## config.mk

```make
export PLATFORM = sky130hd
export DESIGN_NAME = escaped_frame_deframer_core_flat
export DESIGN_NICKNAME = d
export VERILOG_FILES = /design/src/hw/rtl/efd_pkg.sv /design/src/hw/rtl/efd_if.sv /design/src/hw/rtl/efd_front.sv /design/src/hw/rtl/efd_queue.sv /design/src/hw/rtl/efd_back.sv /design/src/hw/rtl/escaped_frame_deframer_core.sv /design/src/flat_wrapper.sv
export SDC_FILE = /design/constraint.sdc
export NUM_CORES = 1
export LEC_CHECK = 0
export ABC_AREA = 1
export BUFFER_PORTS_ARGS = -buffer_cell sky130_fd_sc_hd__buf_2
export CORE_MARGIN = 5
export CORE_UTILIZATION = 50
export DETAILED_ROUTE_END_ITERATION = 12
export PLACE_DENSITY = 0.7
export SYNTH_ARGS = -nofsm -noshare
export SYNTH_HDL_FRONTEND = slang
export SYNTH_SLANG_ARGS = --single-unit
export TNS_END_PERCENT = 50
```

## constraint.sdc

```tcl
create_clock -name clk -period 3.5 [get_ports clk]
set_clock_uncertainty 0.15 [all_clocks]
set_input_delay 0.525 -clock clk [delete_from_list [all_inputs] [get_ports clk]]
set_output_delay 0.525 -clock clk [all_outputs]
set_load 0.02 [all_outputs]
```

## src/hw/rtl/efd_pkg.sv

```systemverilog
`timescale 1ns / 1ps
// ----------------------------------------------------------------------------
// efd_pkg
// Shared types and constants of the escaped frame deframer.
// ----------------------------------------------------------------------------
package efd_pkg;

  localparam int EFD_BUF_DEPTH   = 64;
  localparam int EFD_QUEUE_DEPTH = 4;
  localparam int EFD_CFG_IDX_W   = 2;
  localparam int EFD_LEN_W       = 6;

  localparam logic [EFD_CFG_IDX_W-1:0] CFG_START_BYTE  = 2'd0;
  localparam logic [EFD_CFG_IDX_W-1:0] CFG_STOP_BYTE   = 2'd1;
  localparam logic [EFD_CFG_IDX_W-1:0] CFG_ESCAPE_BYTE = 2'd2;

  localparam logic [7:0] START_BYTE_RST  = 8'd2;
  localparam logic [7:0] STOP_BYTE_RST   = 8'd3;
  localparam logic [7:0] ESCAPE_BYTE_RST = 8'd16;

  typedef enum logic [1:0] {
    OP_PUT,
    OP_START,
    OP_CLOSE
  } efd_op_t;

  typedef struct packed {
    efd_op_t    op;
    logic [7:0] data;
  } efd_cmd_t;

  typedef enum logic [1:0] {
    BK_IDLE,
    BK_CMD,
    BK_ONE,
    BK_DATA
  } efd_bk_state_t;

endpackage

```

## src/hw/rtl/efd_if.sv

```systemverilog
`timescale 1ns / 1ps
// ----------------------------------------------------------------------------
// efd_if
// Valid/ready channels of the escaped frame deframer.
// ----------------------------------------------------------------------------
interface efd_in_if import efd_pkg::*; ();
  logic       valid;
  logic       ready;
  logic [7:0] rx_byte;

  modport source (output valid, output rx_byte, input ready);
  modport sink   (input valid, input rx_byte, output ready);
endinterface

interface efd_out_if import efd_pkg::*; ();
  logic                 valid;
  logic                 ready;
  logic [7:0]           command;
  logic [7:0]           payload_byte;
  logic [EFD_LEN_W-1:0] payload_length;
  logic                 payload_empty;
  logic                 overflow;
  logic                 last;

  modport source (output valid, output command, output payload_byte, output payload_length,
                  output payload_empty, output overflow, output last, input ready);
  modport sink   (input valid, input command, input payload_byte, input payload_length,
                  input payload_empty, input overflow, input last, output ready);
endinterface

interface efd_cfg_if import efd_pkg::*; ();
  logic                     valid;
  logic                     ready;
  logic [EFD_CFG_IDX_W-1:0] index;
  logic [7:0]               data;

  modport source (output valid, output index, output data, input ready);
  modport sink   (input valid, input index, input data, output ready);
endinterface

```

## src/hw/rtl/efd_front.sv

```systemverilog
`timescale 1ns / 1ps
// ----------------------------------------------------------------------------
// efd_front
// Byte classifier: holds the framing registers, tracks escape and frame
// state, and turns raw bytes into store, start or close operations.
// ----------------------------------------------------------------------------
module efd_front import efd_pkg::*; (
  input  logic         clk,
  input  logic         rst_n,
  efd_in_if.sink       in_bus,
  efd_cfg_if.sink      cfg_bus,
  output logic         q_valid,
  input  logic         q_ready,
  output efd_cmd_t     q_cmd
);

  logic [7:0] start_byte_r;
  logic [7:0] stop_byte_r;
  logic [7:0] escape_byte_r;
  logic       pend_r, pend_nxt;
  logic       in_frame_r, in_frame_nxt;
  logic       accept;
  logic       op_valid;
  efd_op_t    op;
  logic [7:0] b;

  assign cfg_bus.ready = 1'b1;
  assign in_bus.ready  = q_ready;
  assign accept        = in_bus.valid && q_ready;
  assign b             = in_bus.rx_byte;

  always_ff @(posedge clk) begin
    if (!rst_n) begin
      start_byte_r  <= START_BYTE_RST;
      stop_byte_r   <= STOP_BYTE_RST;
      escape_byte_r <= ESCAPE_BYTE_RST;
    end else if (cfg_bus.valid) begin
      case (cfg_bus.index)
        CFG_START_BYTE:  start_byte_r  <= cfg_bus.data;
        CFG_STOP_BYTE:   stop_byte_r   <= cfg_bus.data;
        CFG_ESCAPE_BYTE: escape_byte_r <= cfg_bus.data;
        default: ;
      endcase
    end
  end

  // escape first, then start, then stop
  always_comb begin
    op_valid     = 1'b0;
    op           = OP_PUT;
    pend_nxt     = pend_r;
    in_frame_nxt = in_frame_r;
    if (b == escape_byte_r) begin
      op_valid = pend_r;
      pend_nxt = !pend_r;
    end else if (b == start_byte_r) begin
      op_valid = 1'b1;
      if (pend_r) begin
        pend_nxt = 1'b0;
      end else begin
        op           = OP_START;
        in_frame_nxt = 1'b1;
      end
    end else if (b == stop_byte_r) begin
      if (pend_r) begin
        op_valid = 1'b1;
        pend_nxt = 1'b0;
      end else if (in_frame_r) begin
        op_valid     = 1'b1;
        op           = OP_CLOSE;
        in_frame_nxt = 1'b0;
      end
    end else if (in_frame_r) begin
      if (pend_r) begin
        pend_nxt = 1'b0;
      end else begin
        op_valid = 1'b1;
      end
    end
  end

  always_ff @(posedge clk) begin
    if (!rst_n) begin
      pend_r     <= 1'b0;
      in_frame_r <= 1'b0;
    end else if (accept) begin
      pend_r     <= pend_nxt;
      in_frame_r <= in_frame_nxt;
    end
  end

  assign q_valid    = accept && op_valid;
  assign q_cmd.op   = op;
  assign q_cmd.data = b;

endmodule

```

## src/hw/rtl/efd_queue.sv

```systemverilog
`timescale 1ns / 1ps
// ----------------------------------------------------------------------------
// efd_queue
// Small operation queue between the classifier and the frame engine.
// ----------------------------------------------------------------------------
module efd_queue import efd_pkg::*; (
  input  logic     clk,
  input  logic     rst_n,
  input  logic     push_valid,
  output logic     push_ready,
  input  efd_cmd_t push_cmd,
  output logic     pop_valid,
  input  logic     pop_ready,
  output efd_cmd_t pop_cmd
);

  localparam int PW = $clog2(EFD_QUEUE_DEPTH);
  localparam int CW = $clog2(EFD_QUEUE_DEPTH + 1);

  efd_cmd_t        slots_r [EFD_QUEUE_DEPTH];
  logic [PW-1:0]   wr_ptr_r, wr_ptr_nxt;
  logic [PW-1:0]   rd_ptr_r, rd_ptr_nxt;
  logic [CW-1:0]   count_r, count_nxt;
  logic            do_push, do_pop;

  assign push_ready = count_r != CW'(EFD_QUEUE_DEPTH);
  assign pop_valid  = count_r != '0;
  assign pop_cmd    = slots_r[rd_ptr_r];
  assign do_push    = push_valid && push_ready;
  assign do_pop     = pop_valid && pop_ready;

  always_comb begin
    wr_ptr_nxt = wr_ptr_r;
    rd_ptr_nxt = rd_ptr_r;
    count_nxt  = count_r;
    if (do_push) begin
      wr_ptr_nxt = (wr_ptr_r == PW'(EFD_QUEUE_DEPTH - 1)) ? '0 : wr_ptr_r + PW'(1);
    end
    if (do_pop) begin
      rd_ptr_nxt = (rd_ptr_r == PW'(EFD_QUEUE_DEPTH - 1)) ? '0 : rd_ptr_r + PW'(1);
    end
    if (do_push && !do_pop) begin
      count_nxt = count_r + CW'(1);
    end else if (do_pop && !do_push) begin
      count_nxt = count_r - CW'(1);
    end
  end

  always_ff @(posedge clk) begin
    if (!rst_n) begin
      wr_ptr_r <= '0;
      rd_ptr_r <= '0;
      count_r  <= '0;
    end else begin
      wr_ptr_r <= wr_ptr_nxt;
      rd_ptr_r <= rd_ptr_nxt;
      count_r  <= count_nxt;
    end
  end

  always_ff @(posedge clk) begin
    if (do_push) begin
      slots_r[wr_ptr_r] <= push_cmd;
    end
  end

endmodule

```

## src/hw/rtl/efd_back.sv

```systemverilog
`timescale 1ns / 1ps
// ----------------------------------------------------------------------------
// efd_back
// Frame engine: stores decoded bytes, tracks fill and overflow, and plays a
// closed frame out as a command plus payload run through an output register.
// ----------------------------------------------------------------------------
module efd_back import efd_pkg::*; #(
  parameter int BUF_DEPTH = EFD_BUF_DEPTH
) (
  input  logic      clk,
  input  logic      rst_n,
  input  logic      q_valid,
  output logic      q_ready,
  input  efd_cmd_t  q_cmd,
  efd_out_if.source out_bus
);

  localparam int IW = (BUF_DEPTH > 1) ? $clog2(BUF_DEPTH) : 1;
  localparam int WW = $clog2(BUF_DEPTH + 1);

  logic [7:0]           mem [BUF_DEPTH];
  logic [7:0]           rd_data_r;
  efd_bk_state_t        state_r, state_nxt;
  logic [WW-1:0]        wp_r, wp_nxt;
  logic                 ovf_r, ovf_nxt;
  logic [IW-1:0]        idx_r, idx_nxt;
  logic [7:0]           cmd_r;
  logic [IW-1:0]        plen;
  logic                 pop;
  logic                 mem_we;
  logic                 out_free;
  logic                 load_out;
  logic                 load_empty;
  logic                 last_byte;
  logic                 out_valid_r;
  logic [7:0]           command_r;
  logic [7:0]           payload_byte_r;
  logic [EFD_LEN_W-1:0] payload_length_r;
  logic                 payload_empty_r;
  logic                 overflow_r;
  logic                 last_r;

  assign plen      = IW'(wp_r - WW'(1));
  assign out_free  = !out_valid_r || out_bus.ready;
  assign last_byte = idx_r == plen;

  always_comb begin
    state_nxt = state_r;
    case (state_r)
      BK_IDLE: begin
        if (q_valid && q_cmd.op == OP_CLOSE && wp_r != '0) begin
          state_nxt = BK_CMD;
        end
      end
      BK_CMD: begin
        state_nxt = (plen == '0) ? BK_ONE : BK_DATA;
      end
      BK_ONE: begin
        if (out_free) begin
          state_nxt = BK_IDLE;
        end
      end
      BK_DATA: begin
        if (out_free && last_byte) begin
          state_nxt = BK_IDLE;
        end
      end
      default: state_nxt = BK_IDLE;
    endcase
  end

  always_comb begin
    pop        = 1'b0;
    mem_we     = 1'b0;
    wp_nxt     = wp_r;
    ovf_nxt    = ovf_r;
    idx_nxt    = idx_r;
    load_out   = 1'b0;
    load_empty = 1'b0;
    case (state_r)
      BK_IDLE: begin
        pop = q_valid;
        if (q_valid) begin
          case (q_cmd.op)
            OP_PUT: begin
              if (wp_r < WW'(BUF_DEPTH)) begin
                mem_we = 1'b1;
                wp_nxt = wp_r + WW'(1);
              end else begin
                ovf_nxt = 1'b1;
              end
            end
            OP_START: begin
              wp_nxt  = '0;
              ovf_nxt = 1'b0;
            end
            OP_CLOSE: begin
              idx_nxt = '0;
            end
            default: ;
          endcase
        end
      end
      BK_CMD: begin
        idx_nxt = IW'(1);
      end
      BK_ONE: begin
        load_out   = out_free;
        load_empty = 1'b1;
      end
      BK_DATA: begin
        load_out = out_free;
        if (out_free && !last_byte) begin
          idx_nxt = idx_r + IW'(1);
        end
      end
      default: ;
    endcase
  end

  assign q_ready = pop;

  always_ff @(posedge clk) begin
    if (mem_we) begin
      mem[wp_r[IW-1:0]] <= q_cmd.data;
    end
    rd_data_r <= mem[idx_nxt];
  end

  always_ff @(posedge clk) begin
    if (!rst_n) begin
      state_r     <= BK_IDLE;
      wp_r        <= '0;
      ovf_r       <= 1'b0;
      idx_r       <= '0;
      out_valid_r <= 1'b0;
    end else begin
      state_r <= state_nxt;
      wp_r    <= wp_nxt;
      ovf_r   <= ovf_nxt;
      idx_r   <= idx_nxt;
      if (load_out) begin
        out_valid_r <= 1'b1;
      end else if (out_bus.ready) begin
        out_valid_r <= 1'b0;
      end
    end
  end

  always_ff @(posedge clk) begin
    if (state_r == BK_CMD) begin
      cmd_r <= rd_data_r;
    end
    if (load_out) begin
      command_r        <= cmd_r;
      payload_byte_r   <= load_empty ? 8'd0 : rd_data_r;
      payload_length_r <= load_empty ? '0 : EFD_LEN_W'(plen);
      payload_empty_r  <= load_empty;
      overflow_r       <= ovf_r;
      last_r           <= load_empty || last_byte;
    end
  end

  assign out_bus.valid          = out_valid_r;
  assign out_bus.command        = command_r;
  assign out_bus.payload_byte   = payload_byte_r;
  assign out_bus.payload_length = payload_length_r;
  assign out_bus.payload_empty  = payload_empty_r;
  assign out_bus.overflow       = overflow_r;
  assign out_bus.last           = last_r;

  // fill count never passes the buffer depth
  a_wp_bound: assert property (@(posedge clk) disable iff (!rst_n)
    wp_r <= WW'(BUF_DEPTH))
    else $error("fill count beyond buffer depth");

  // operations are taken only between frames
  a_pop_idle: assert property (@(posedge clk) disable iff (!rst_n)
    pop |-> state_r == BK_IDLE)
    else $error("queue popped during playout");

  // playout index stays inside the payload run
  a_idx_range: assert property (@(posedge clk) disable iff (!rst_n)
    state_r == BK_DATA |-> (idx_r != '0 && idx_r <= plen))
    else $error("payload index out of range");

  // a non-empty frame close starts playout
  a_close_go: assert property (@(posedge clk) disable iff (!rst_n)
    (pop && q_cmd.op == OP_CLOSE && wp_r != '0) |=> state_r == BK_CMD)
    else $error("closed frame not played out");

  // buffer contents hold while a frame is played out
  a_no_write: assert property (@(posedge clk) disable iff (!rst_n)
    state_r != BK_IDLE |-> !mem_we)
    else $error("buffer written during playout");

endmodule

```

## src/hw/rtl/escaped_frame_deframer_core.sv

```systemverilog
`timescale 1ns / 1ps
// Path: a stop byte is registered in the 4-entry queue; once the engine takes the close and
//   passes BK_CMD, the first result is registered, then one a cycle while out ready holds.
// Throughput: one byte a cycle while the queue has room; a close holds the engine in BK_CMD,
//   then BK_ONE or BK_DATA to the last result, and input stalls only if the queue fills meanwhile.
// Reset: rst_n synchronous active low; control state clears, framing bytes return to 2/3/16,
//   frame buffer contents are not cleared and need no clearing pass.
// ----------------------------------------------------------------------------
// escaped_frame_deframer_core
// Start/stop/escape byte-stuffing deframer: classifier, operation queue and
// frame engine.
// ----------------------------------------------------------------------------
module escaped_frame_deframer_core import efd_pkg::*; #(
  parameter int BUF_DEPTH = EFD_BUF_DEPTH
) (
  input  logic      clk,
  input  logic      rst_n,
  efd_in_if.sink    in_bus,
  efd_cfg_if.sink   cfg_bus,
  efd_out_if.source out_bus
);

  logic     fq_valid;
  logic     fq_ready;
  efd_cmd_t fq_cmd;
  logic     qb_valid;
  logic     qb_ready;
  efd_cmd_t qb_cmd;

  efd_front u_front (
    .clk     (clk),
    .rst_n   (rst_n),
    .in_bus  (in_bus),
    .cfg_bus (cfg_bus),
    .q_valid (fq_valid),
    .q_ready (fq_ready),
    .q_cmd   (fq_cmd)
  );

  efd_queue u_queue (
    .clk        (clk),
    .rst_n      (rst_n),
    .push_valid (fq_valid),
    .push_ready (fq_ready),
    .push_cmd   (fq_cmd),
    .pop_valid  (qb_valid),
    .pop_ready  (qb_ready),
    .pop_cmd    (qb_cmd)
  );

  efd_back #(
    .BUF_DEPTH (BUF_DEPTH)
  ) u_back (
    .clk     (clk),
    .rst_n   (rst_n),
    .q_valid (qb_valid),
    .q_ready (qb_ready),
    .q_cmd   (qb_cmd),
    .out_bus (out_bus)
  );

endmodule
```

## src/flat_wrapper.sv

```systemverilog
// flat-port wrapper written by rule: the top's interface ports become plain ports
module escaped_frame_deframer_core_flat import efd_pkg::*;
#(
  parameter int BUF_DEPTH = EFD_BUF_DEPTH
)
  (clk, rst_n, in_bus_valid, in_bus_rx_byte, in_bus_ready, cfg_bus_valid, cfg_bus_index, cfg_bus_data, cfg_bus_ready, out_bus_valid, out_bus_command, out_bus_payload_byte, out_bus_payload_length, out_bus_payload_empty, out_bus_overflow, out_bus_last, out_bus_ready);
  efd_in_if in_bus_i ();
  efd_cfg_if cfg_bus_i ();
  efd_out_if out_bus_i ();
  input  logic clk;
  input  logic rst_n;
  input wire logic [$bits(in_bus_i.valid)-1:0] in_bus_valid;
  input wire logic [$bits(in_bus_i.rx_byte)-1:0] in_bus_rx_byte;
  output wire logic [$bits(in_bus_i.ready)-1:0] in_bus_ready;
  input wire logic [$bits(cfg_bus_i.valid)-1:0] cfg_bus_valid;
  input wire logic [$bits(cfg_bus_i.index)-1:0] cfg_bus_index;
  input wire logic [$bits(cfg_bus_i.data)-1:0] cfg_bus_data;
  output wire logic [$bits(cfg_bus_i.ready)-1:0] cfg_bus_ready;
  output wire logic [$bits(out_bus_i.valid)-1:0] out_bus_valid;
  output wire logic [$bits(out_bus_i.command)-1:0] out_bus_command;
  output wire logic [$bits(out_bus_i.payload_byte)-1:0] out_bus_payload_byte;
  output wire logic [$bits(out_bus_i.payload_length)-1:0] out_bus_payload_length;
  output wire logic [$bits(out_bus_i.payload_empty)-1:0] out_bus_payload_empty;
  output wire logic [$bits(out_bus_i.overflow)-1:0] out_bus_overflow;
  output wire logic [$bits(out_bus_i.last)-1:0] out_bus_last;
  input wire logic [$bits(out_bus_i.ready)-1:0] out_bus_ready;
  assign in_bus_i.valid = in_bus_valid;
  assign in_bus_i.rx_byte = in_bus_rx_byte;
  assign in_bus_ready = in_bus_i.ready;
  assign cfg_bus_i.valid = cfg_bus_valid;
  assign cfg_bus_i.index = cfg_bus_index;
  assign cfg_bus_i.data = cfg_bus_data;
  assign cfg_bus_ready = cfg_bus_i.ready;
  assign out_bus_valid = out_bus_i.valid;
  assign out_bus_command = out_bus_i.command;
  assign out_bus_payload_byte = out_bus_i.payload_byte;
  assign out_bus_payload_length = out_bus_i.payload_length;
  assign out_bus_payload_empty = out_bus_i.payload_empty;
  assign out_bus_overflow = out_bus_i.overflow;
  assign out_bus_last = out_bus_i.last;
  assign out_bus_i.ready = out_bus_ready;
  escaped_frame_deframer_core #(.BUF_DEPTH(BUF_DEPTH)) u_core (.clk(clk), .rst_n(rst_n), .in_bus(in_bus_i), .cfg_bus(cfg_bus_i), .out_bus(out_bus_i));
endmodule
```

==> results of run 1 <==
per-layer routing:
metal	vias up	wire (µm)	GRT usage	part of all wire
li1	9182	-	-	-
met1	9582	28900	0.327	0.40
met2	974	34400	0.385	0.47
met3	170	6670	0.0413	0.092
met4	0	2720	0.0863	0.037
met5	-	0	0	0
flip-flops by register name (all words and copies together), names as in the netlist, 2 cells and up, named ones only:
signal / flops
u_core.u_front.start_byte_r: 8
u_core.u_queue.count_r: 3
u_core.u_front.escape_byte_r: 8
u_core.u_back.out_bus.payload_length: 6
u_core.u_back.rd_data_r: 8
u_core.u_back.cmd_r: 8
u_core.u_back.out_bus.payload_byte: 8
u_core.u_queue.slots_r: 40
u_core.u_back.out_bus.command: 8
u_core.u_back.idx_r: 6
u_core.u_front.stop_byte_r: 8
u_core.u_queue.wr_ptr_r: 2
u_core.u_queue.rd_ptr_r: 2
u_core.u_back.mem: 512
u_core.u_back.wp_r: 7
u_core.u_back.state_r: 2
final cells by class:
class	instances	area [µm²]	share of cell area
Sequential cell	645	18800	0.586
Multi-Input combinational cell	1566	7600	0.237
Timing Repair Buffer	180	1580	0.0493
Inverter	291	1100	0.0342
Tap cell	748	936	0.0292
Clock buffer	91	1880	0.0587
Clock inverter	30	194	0.00605
worst max-delay path by stage:
stage / from / depth (start not counted) / endpoint / slack (ps)
5_1_grt: u_core.u_back.wp_r[0] / 20 / u_core.u_back.rd_data_r[2] / -10
2_1_floorplan: register / 5 / u_core.u_back.mem[0][6] / 140
4_1_cts: u_core.u_back.wp_r[2] / 20 / u_core.u_back.rd_data_r[5] / 130
3_3_place_gp: u_core.u_back.wp_r[1] / 24 / u_core.u_back.rd_data_r[5] / 170
3_5_place_dp: u_core.u_back.wp_r[2] / 20 / u_core.u_back.rd_data_r[5] / 120
6_report: u_core.u_back.wp_r[1] / 20 / u_core.u_back.rd_data_r[5] / 240
cell families after synthesis:
| family | synth area share |
|---|---|
| fa+ha+maj | 0.00519 |
| buf+inv | 0.0630 |
| simple gates | 0.232 |
| xor+xnor | 0.00376 |
| other cells | 0.000134 |
| flops | 0.672 |
| compound gates | 0.0243 |
power groups by stage:
stage                     combinational (mW)  sequential (mW)  clock [mW]
final                                   12.0             9.95        6.77
after global routing                    13.0             9.96        7.18
after CTS                               11.7             9.94        6.84
after detailed placement                11.7             10.1           0
after global placement                  11.5             10.1           0
after floorplan                         7.23             10.2           0
critical path, stage by stage, from the launching register on:
cell and delay [ps]:
dfxtp_1 310, buf_4 170, nor2_4 170, nand2_2 100, nand2_2 80, nand2_2 90, nor2_1 140, nor2_2 70
nand3_2 100, nand2_2 90, nand2_1 110, nand3_4 140, nand2_8 170, buf_12 290, nand2_1 110, nand3_1 100
nand3_1 140, nand3_1 160, nand3_1 200, nand3_1 140, nand2_1 50
cells in the mapped netlist (9+ instances only):
cell      instances  area, µm²
a21oi_1          19       95.1
buf_2            85        425
clkbuf_1         39        146
dfxtp_1          60       1200
edfxtp_1        585      17600
ha_1             10        125
inv_1           277       1040
inv_2            13       48.8
nand2_1         630       2360
nand3_1         479       2400
nand3b_1        104        781
nand4_1          11       68.8
nor2_1          170        638
o211ai_1         10       75.1
o21ai_0          53        265
o22ai_1           9       56.3
or2_2            10       62.6
xnor2_1          10       87.6
through the flow:
| stage | util | hold slack [ps] |
|---|---|---|
| finish | 0.581 | 26.4 |
| global route | 0.581 | 22.1 |
| CTS | 0.579 | 4.32 |
| detailed placement | 0.542 | 255 |
| global placement | 0.542 | 256 |
| floorplan | - | 250 |
repair_timing:
action | CTS | global route
setup buffers | 0 | 1
endpoints found under the setup margin | 0 | 8
resized for setup | 0 | 9
==> metrics, run 1 <==
# diodes 0; Clock Path Buffers 3; Setup WS pre-CTS about 120 ps; RePlAce Congestion roughly 0.88; Post-DRT Antenna Nets 0; port bufs about 50; Yosys warnings 0; H-tree levels 3; CP Data Required Time between 3000 and 4000 ps; Yosys cell types 45; Max VDD drop 0.000830 V; die height between 200 and 250 µm; Crit. End Element register; unrepaired setup endpoints after global routing true; Syn Std Cell Area 27900 µm²; Starting DRT DRC Count 2155; Die Width 246 µm; CTS sink cnt around 650; Reg power frac 0.347; worst r2r path cells 20; Core ar. 55200 µm²; I/O pin total 51; worst min-delay path category input port to register; Hold Path End u_core.u_queue.slots_r[0][0]; total gr overflow 0; clock network power share 0.236; crit-path max FO 67; Post-Syn Area per Cell approximately 11 µm²; Cells after Synth around 2600; Post-Layout Inst Area between 30000 and 40000 µm²; fin nets between 2000 and 3000; Clk pin slew, worst setup/hold paths 60 ps; layout cells sized above 1 0.117; DP Area approximately 30000 µm²; synthesis-stage register bit count 645; CTS Buf Count 66; crit share post-route 0.931; vias 19900; pin count of the biggest net entering global routing between 90 and 100; Wirelength per Cell roughly 20 µm; Startpoint Class register; Comb pwr share 0.417; Rows 86; setup TNS 0 ps; sw frac 0.401; CP Class register to register; R2R Path Start u_core.u_back.wp_r[1]; first-pass GRT wire length ~110000 µm; Slew Limit Fails 0; R2R Path End u_core.u_back.rd_data_r[5]; critical path arrival 3600 ps; worst hold start in_bus_rx_byte[0]; power consumption around 29 mW; Post-synth EDFFs a little under 600; Fillers about 4400; initial core utilization 0.506; CTS root buffer clkbuf_16; worst-margin pin slew around 860 ps; final wirelength 72700 µm; Hold Violations, Final 0; first-pass iteration count of the detailed router 6; Vias/cell 5.61; fin worst setup slack approximately 240 ps; Tmin final ~3300 ps; Total GRT Usage 0.238; Final Setup Violations 0; worst hold stages 1; r2r setup slk 240 ps; register area share after synthesis 0.672; Slew Limit Headroom 0.424; switching pwr about 12 mW; Leak Pwr 12.6 nW; synth-to-layout area growth 14.7%; Cell Pwr Density 895 nW/µm²; internal power ~17 mW; worst skew pair latency around 590 ps; hold_buf cts 0; initial antenna violation count 1; status finished, final reports clean; Synthesized Nets roughly 2700; Inst Count DP roughly 3400; most frequent cells in the layout 628 x nand2_1, 585 x edfxtp_1, 475 x nand3_1; Post-DP HPWL between 40000 and 50000 µm; number of global-route vias before repair 19400; max frequency 307 MHz; Non-Filler Instances around 3600; most common cell after layout, fill and taps aside nand2_1; Die ar. around 61000 µm²; DR DRC count 0; CTS tree yes; max-cap check violation count 0; Most used DFF post-synth edfxtp_1; asr flop ratio synth 0
(Power assumes the default switching activity.)
==> run 2, diff against run 1 <==
--- a/config.mk
+++ b/config.mk
@@ -5,7 +5,6 @@
 export SDC_FILE = /design/constraint.sdc
 export NUM_CORES = 1
 export LEC_CHECK = 0
-export ABC_AREA = 1
 export BUFFER_PORTS_ARGS = -buffer_cell sky130_fd_sc_hd__buf_2
 export CORE_MARGIN = 5
 export CORE_UTILIZATION = 50
==> metrics, run 2 <==
R2R Path End u_core.u_back.rd_data_r[7]; largest delay contributor family on the critical path compound AO/OA/AOI/OAI gates; dominant cells by area after synthesis edfxtp_1 67%, nand2_1 5.1%, mux2i_1 4.7%; Die Width 239 µm (-3.1%); Post-Syn Area per Cell 13.8 µm² (+30%); layout cells sized above 1 0.216 (+0.0992); Leak Pwr 11.6 nW (-8.3%); Core ar. 51600 µm² (-6.5%); area share of the largest cell type after synthesis 0.671 (+0.0428); first-pass GRT wire length 98100 µm (-12%); CTS Buf Count 61 (-7.6%); CP peak stage delay 510 ps (+200 ps); initial antenna violation count 0 (-1); critical path depth in cells 15 (-25%); crit share post-route 1.06 (+0.127); synthesis-stage register bit count 645 (unchanged); gr busiest metal met2; most used cell, CP buf_12; worst skew pair latency 630 ps (+40 ps); total gr overflow 0 (unchanged); CP Data Required Time 3860 ps (+20 ps); Hold Violations, Final 0 (unchanged); Crit. End Element register; fin util 0.612 (+0.0311); Setup WS pre-CTS -476 ps (-600 ps); CP Class register to register; worst r2r path cells 15 (-25%); worst hold stages 3 (+2); worst min-delay path category input port to register; Post-synth EDFFs 585 (unchanged); Total GRT Usage 0.223 (-0.0148); worst-margin pin slew 875 ps (+11.1 ps); Most used DFF post-synth edfxtp_1; R2R Path Start u_core.u_back.wp_r[0]; initial core utilization 0.507 (+0.000667); Fillers 3779 (-14%); Syn Std Cell Area 26200 µm² (-6.4%); final wirelength 64700 µm (-11%); Inst Count DP 2744 (-20%); port bufs 49 (unchanged); grt met3 use 0.0456 (+0.00424); most frequent cell after synthesis edfxtp_1; die height 239 µm (-3.1%); max-cap check violation count 0 (unchanged); CTS sink cnt 645 (unchanged); Tmin final 3700 ps (+443 ps); Yosys warnings 0 (unchanged); Post-Layout Inst Area 31600 µm² (-1.5%); Starting DRT DRC Count 1907 (-12%); power consumption 20.3 mW (-29%); Yosys cell types 66 (+47%); worst hold start cfg_bus_data[7]; asr flop ratio synth 0 (unchanged); failing checks negative setup slack; CP max stage cell or4_4; Hold Path End u_core.u_front.start_byte_r[7]; Startpoint Class register; Cell Chain, Critical Path inv_2, ha_4, or3b_4, xnor2_4, or4_4, buf_6, o311ai_4, a32o_4, buf_12, buf_12, mux2i_2, o211ai_1, a32oi_1, o311a_1, nand4_1; Non-Filler Instances 2880 (-19%); DR DRC count 0 (unchanged); r2r setup slk -200 ps (-440 ps); crit-path max FO 10 (-85%); most common cell after layout, fill and taps aside edfxtp_1; DP Area 28900 µm² (-3.3%); Post-DRT Antenna Nets 0 (unchanged); GR Util met1 0.299 (-0.0279); number of global-route vias before repair 16600 (-15%); I/O pin total 51 (unchanged); cell taking the most area after synthesis edfxtp_1; Slew Limit Headroom 0.417 (-0.00739); status complete, but fails checks; Final Setup Violations 8 (+8); unrepaired setup endpoints after global routing true; CTS tree yes; RePlAce Congestion 0.882 (about the same); Vias/cell 5.81 (+3.5%); register area share after synthesis 0.717 (+0.0457); CTS root buffer clkbuf_16; Cell Pwr Density 644 nW/µm² (-28%); H-tree levels 2 (-1); most frequent cells in the layout 585 x edfxtp_1, 352 x nand2_1, 203 x buf_4; Max VDD drop 0.000417 V (-50%); Wirelength per Cell 22.5 µm (+9.7%); Clock Path Buffers 3 (unchanged); met2 usage 0.368 (-0.0161); Rows 83 (-3.5%); synth-to-layout area growth 20.7%; vias 16700 (-16%); fin nets 2182 (-22%); Post-DP HPWL 41000 µm (-8.4%); Synthesized Nets 1927 (-28%); critical path arrival 4060 ps (+460 ps); pin count of the biggest net entering global routing 80 (-12%); Die ar. 57000 µm² (-6.1%); Largest register FFs 512 (unchanged); max frequency 270 MHz (-12%); Synth top cells by count 585 x edfxtp_1, 353 x nand2_1, 148 x nand3_1; Clk pin slew, worst setup/hold paths 60 ps (about the same); # diodes 0 (unchanged); fin worst setup slack -201 ps (-443 ps); Cells after Synth 1893 (-28%); Slew Limit Fails 0 (unchanged); first-pass iteration count of the detailed router 5 (-1); CP Buf/Inv Count 4 (+2)
[run 2: cell count changes after synthesis, sizes merged, moves of 18 or more]
cell,delta
nand3,-333
nand2,-283
inv,-278
mux2i,+124
nand3b,-97
nor2,-44
o21ai,-41
and3,+40
buf,-37
xor2,+32
a32o,+31
a21oi,+22
a221oi,+18
[run 2: per-layer routing]
| metal | part of all wire | wire length, µm | vias to the layer above |
|---|---|---|---|
| li1 | - | - | 7566 |
| met1 | 0.40 | 25800 | 8326 |
| met2 | 0.49 | 31900 | 703 |
| met3 | 0.076 | 4930 | 124 |
| met4 | 0.031 | 2010 | 0 |
| met5 | 0 | 0 | - |
[run 2: cells by family after synthesis]
kind of cell,Yosys count,synth area share
AOI/OAI and AO/OA,177,0.0511
xor gates and xnor gates,42,0.0151
adders and majority gates,11,0.00555
buffers and inverters,117,0.0207
DFF,645,0.717
muxes,144,0.0608
other,1,0.000143
and+or+nand+nor,756,0.129
[run 2: layout make-up]
cell class              instances  area, µm²  share of cell area
inverters                      12       47.5             0.00151
flip-flops and latches        645      18800               0.594
repair buffers                297       2570              0.0815
multi-input cells            1131       7250               0.230
well taps                     680        851              0.0269
clock buffers                  80       1660              0.0525
clock inverters                35        427              0.0135
[run 2: how the worst max path moves through the flow]
stage                          start                         end  slack, ps
6_report       u_core.u_back.wp_r[0]  u_core.u_back.rd_data_r[7]       -200
5_1_grt        u_core.u_back.wp_r[0]  u_core.u_back.rd_data_r[0]       -310
4_1_cts        u_core.u_back.wp_r[0]  u_core.u_back.rd_data_r[5]       -220
3_5_place_dp   u_core.u_back.wp_r[1]  u_core.u_back.rd_data_r[5]       -480
3_3_place_gp   u_core.u_back.wp_r[1]  u_core.u_back.rd_data_r[1]       -480
2_1_floorplan  u_core.u_back.wp_r[0]  u_core.u_back.rd_data_r[2]          6
[run 2: per-stage QoR]
| step | hold WS, ps | setup TNS (ps) |
|---|---|---|
| final | 34.8 | -1440 |
| after global routing | 18.4 | -2310 |
| after CTS | 0.994 | -1540 |
| after detailed placement | 255 | -3120 |
| after global placement | 250 | -2860 |
| after floorplan | 250 | 0 |
[run 2: repair_timing]
action	CTS	global route
cloned	1	3
hold buffers	7	0
pin swaps	11	10
setup buffers	6	4
gates resized for setup	40	28
endpoints found under the hold margin	7	0
setup endpoints to repair	8	8
[run 2: power by group]
part | leakage (nW) | internal [mW] | switching [mW]
registers | 5.75 | 9.35 | 0.135
clock network | 1.02 | 4.00 | 2.79
logic | 4.81 | 1.36 | 2.71
total | 11.6 | 14.7 | 5.63
[run 2: worst min-delay path: stages]
cell and delay, ps:
buf_2 100, mux2i_1 70, nor2_1 70
==> run 3, diff against run 2 <==
--- a/config.mk
+++ b/config.mk
@@ -9,7 +9,7 @@
 export CORE_MARGIN = 5
 export CORE_UTILIZATION = 50
 export DETAILED_ROUTE_END_ITERATION = 12
-export PLACE_DENSITY = 0.7
+export PLACE_DENSITY = 0.68
 export SYNTH_ARGS = -nofsm -noshare
 export SYNTH_HDL_FRONTEND = slang
 export SYNTH_SLANG_ARGS = --single-unit
==> constraint.sdc (replaced) <==
create_clock -name clk -period 4.7 [get_ports clk]
set_clock_uncertainty 0.15 [all_clocks]
set_input_delay 0.705 -clock clk [delete_from_list [all_inputs] [get_ports clk]]
set_output_delay 0.705 -clock clk [all_outputs]
set_load 0.02 [all_outputs]
==> metrics, run 3 (synthesized netlist as in run 2, its figures left out) <==
first-pass iteration count of the detailed router 5 (unchanged); CTS tree yes; Slew Limit Fails 0 (unchanged); worst min-delay path category input port to register; Crit. End Element register; crit share post-route 0.959 (-0.0981); pin count of the biggest net entering global routing 65 (-19%); Wirelength per Cell 23.4 µm (+4.0%); die height 239 µm (unchanged); Post-DRT Antenna Nets 0 (unchanged); CTS sink cnt 645 (unchanged); setup repair bufs after CTS 0 (-6); synth-to-layout area growth 13.0%; Vias/cell 5.98 (+2.9%); number of global-route vias before repair 15900 (-3.9%); Clock Path Buffers 3 (unchanged); worst hold stages 3 (unchanged); Slew Limit Headroom 0.226 (-0.191); Core ar. 51600 µm² (unchanged); Die Width 239 µm (unchanged); r2r setup slk 190 ps (+390 ps); DP Area 27400 µm² (-5.3%); CP Data Required Time 4990 ps (+1130 ps); initial antenna violation count 0 (unchanged); RePlAce Congestion 0.872 (-1.1%); Leak Pwr 10.6 nW (-8.1%); critical path arrival 4800 ps (+740 ps); most frequent cells in the layout 585 x edfxtp_1, 353 x nand2_1, 147 x nand3_1; Post-DP HPWL 38600 µm (-5.9%); status finished, final reports clean; port bufs 49 (unchanged); most common cell after layout, fill and taps aside edfxtp_1; CTS Buf Count 67 (+9.8%); CTS root buffer clkbuf_16; Max VDD drop 0.000299 V (-28%); Rows 83 (unchanged); crit-path max FO 51 (+41); I/O pin total 51 (unchanged); worst-margin pin slew 1160 ps (+283 ps); # diodes 0 (unchanged); initial core utilization 0.507 (unchanged); Final Setup Violations 0 (-8); first-pass GRT wire length 96200 µm (-1.9%); max-cap check violation count 0 (unchanged); unrepaired setup endpoints after global routing false; Largest register FFs 512 (unchanged); worst r2r path cells 13 (-2); R2R Path End u_core.u_back.rd_data_r[3]; vias 16100 (-3.5%); layout cells sized above 1 0.125 (-0.0907); R2R Path Start u_core.u_back.wp_r[1]; final wirelength 63100 µm (-2.5%); Tmin final 4510 ps (+808 ps); Setup WS pre-CTS 191 ps (+667 ps); H-tree levels 3 (+1); Total GRT Usage 0.219 (-0.00422); Clk pin slew, worst setup/hold paths 60 ps (about the same); worst hold start cfg_bus_data[0]; Startpoint Class register; Non-Filler Instances 2700 (-6.3%); CP Class register to register; Hold Path End u_core.u_front.stop_byte_r[0]; Inst Count DP 2583 (-5.9%); worst skew pair latency 600 ps (-30 ps); Hold Violations, Final 0 (unchanged); Starting DRT DRC Count 1801 (-5.6%); Cell Pwr Density 507 nW/µm² (-21%); fin util 0.573 (-0.0388); Die ar. 57000 µm² (unchanged); fin nets 2007 (-8.0%); power consumption 15.0 mW (-26%); Post-Layout Inst Area 29600 µm² (-6.3%); max frequency 222 MHz (-18%); DR DRC count 0 (unchanged); WHS 202 ps (+167 ps); setup TNS 0 ps (+1440 ps); fin worst setup slack 191 ps (+392 ps); total gr overflow 0 (unchanged)
run 3: where the power goes:
part | leakage, nW | total, mW | switching, mW | internal, mW
sequential | 5.75 | 7.08 | 0.111 | 6.97
combinational | 3.83 | 2.66 | 1.91 | 0.751
clock | 1.06 | 5.26 | 2.17 | 3.08
total | 10.6 | 15.0 | 4.19 | 10.8
run 3: timing repair:
action                     4_1_cts  5_1_grt
hold endpoints to repair         0        0
setup endpoints to repair        0        2
gates resized for setup          0        2
hold buffers                     0        0
run 3: per-layer routing:
metal | vias up | wire length (µm) | part of all wire | GRT usage
met5 | - | 0 | 0 | 0
met4 | 0 | 1850 | 0.029 | 0.0678
met3 | 119 | 4680 | 0.074 | 0.0361
met2 | 688 | 30800 | 0.49 | 0.358
met1 | 8102 | 25800 | 0.41 | 0.304
li1 | 7224 | - | - | -
run 3: how the worst max path moves through the flow:
| stage | startpoint | to | slack [ps] | depth (start not counted) |
|---|---|---|---|---|
| after floorplan | u_core.u_back.wp_r[1] | u_core.u_back.rd_data_r[1] | 990 | 16 |
| after global placement | u_core.u_back.wp_r[1] | u_core.u_back.rd_data_r[3] | 220 | 13 |
| after detailed placement | u_core.u_back.wp_r[1] | u_core.u_back.rd_data_r[7] | 190 | 13 |
| after CTS | u_core.u_back.wp_r[1] | u_core.u_back.rd_data_r[3] | 170 | 13 |
| after global routing | u_core.u_back.wp_r[1] | u_core.u_back.rd_data_r[3] | 5 | 13 |
| final | u_core.u_back.wp_r[1] | u_core.u_back.rd_data_r[3] | 190 | 13 |
run 3: layout make-up:
class / instances / area [µm²]
clock buffer: 78 / 1770
clock inverter: 38 / 385
fill: 3965 / 22000
inverter: 12 / 45.0
multi-input combinational: 1132 / 6930
sequential: 645 / 18800
tap: 680 / 851
timing repair buffer: 115 / 820
run 3: worst max-delay path, stage by stage, from the launching register on:
cell	delay (ps)
dfxtp_1	310
inv_1	90
ha_1	220
or3b_2	510
xnor2_1	170
or4_1	580
o311ai_2	470
a32o_4	500
buf_12	310
mux2i_1	240
a32o_1	230
nor3_1	60
o21ai_0	350
nand4_1	140
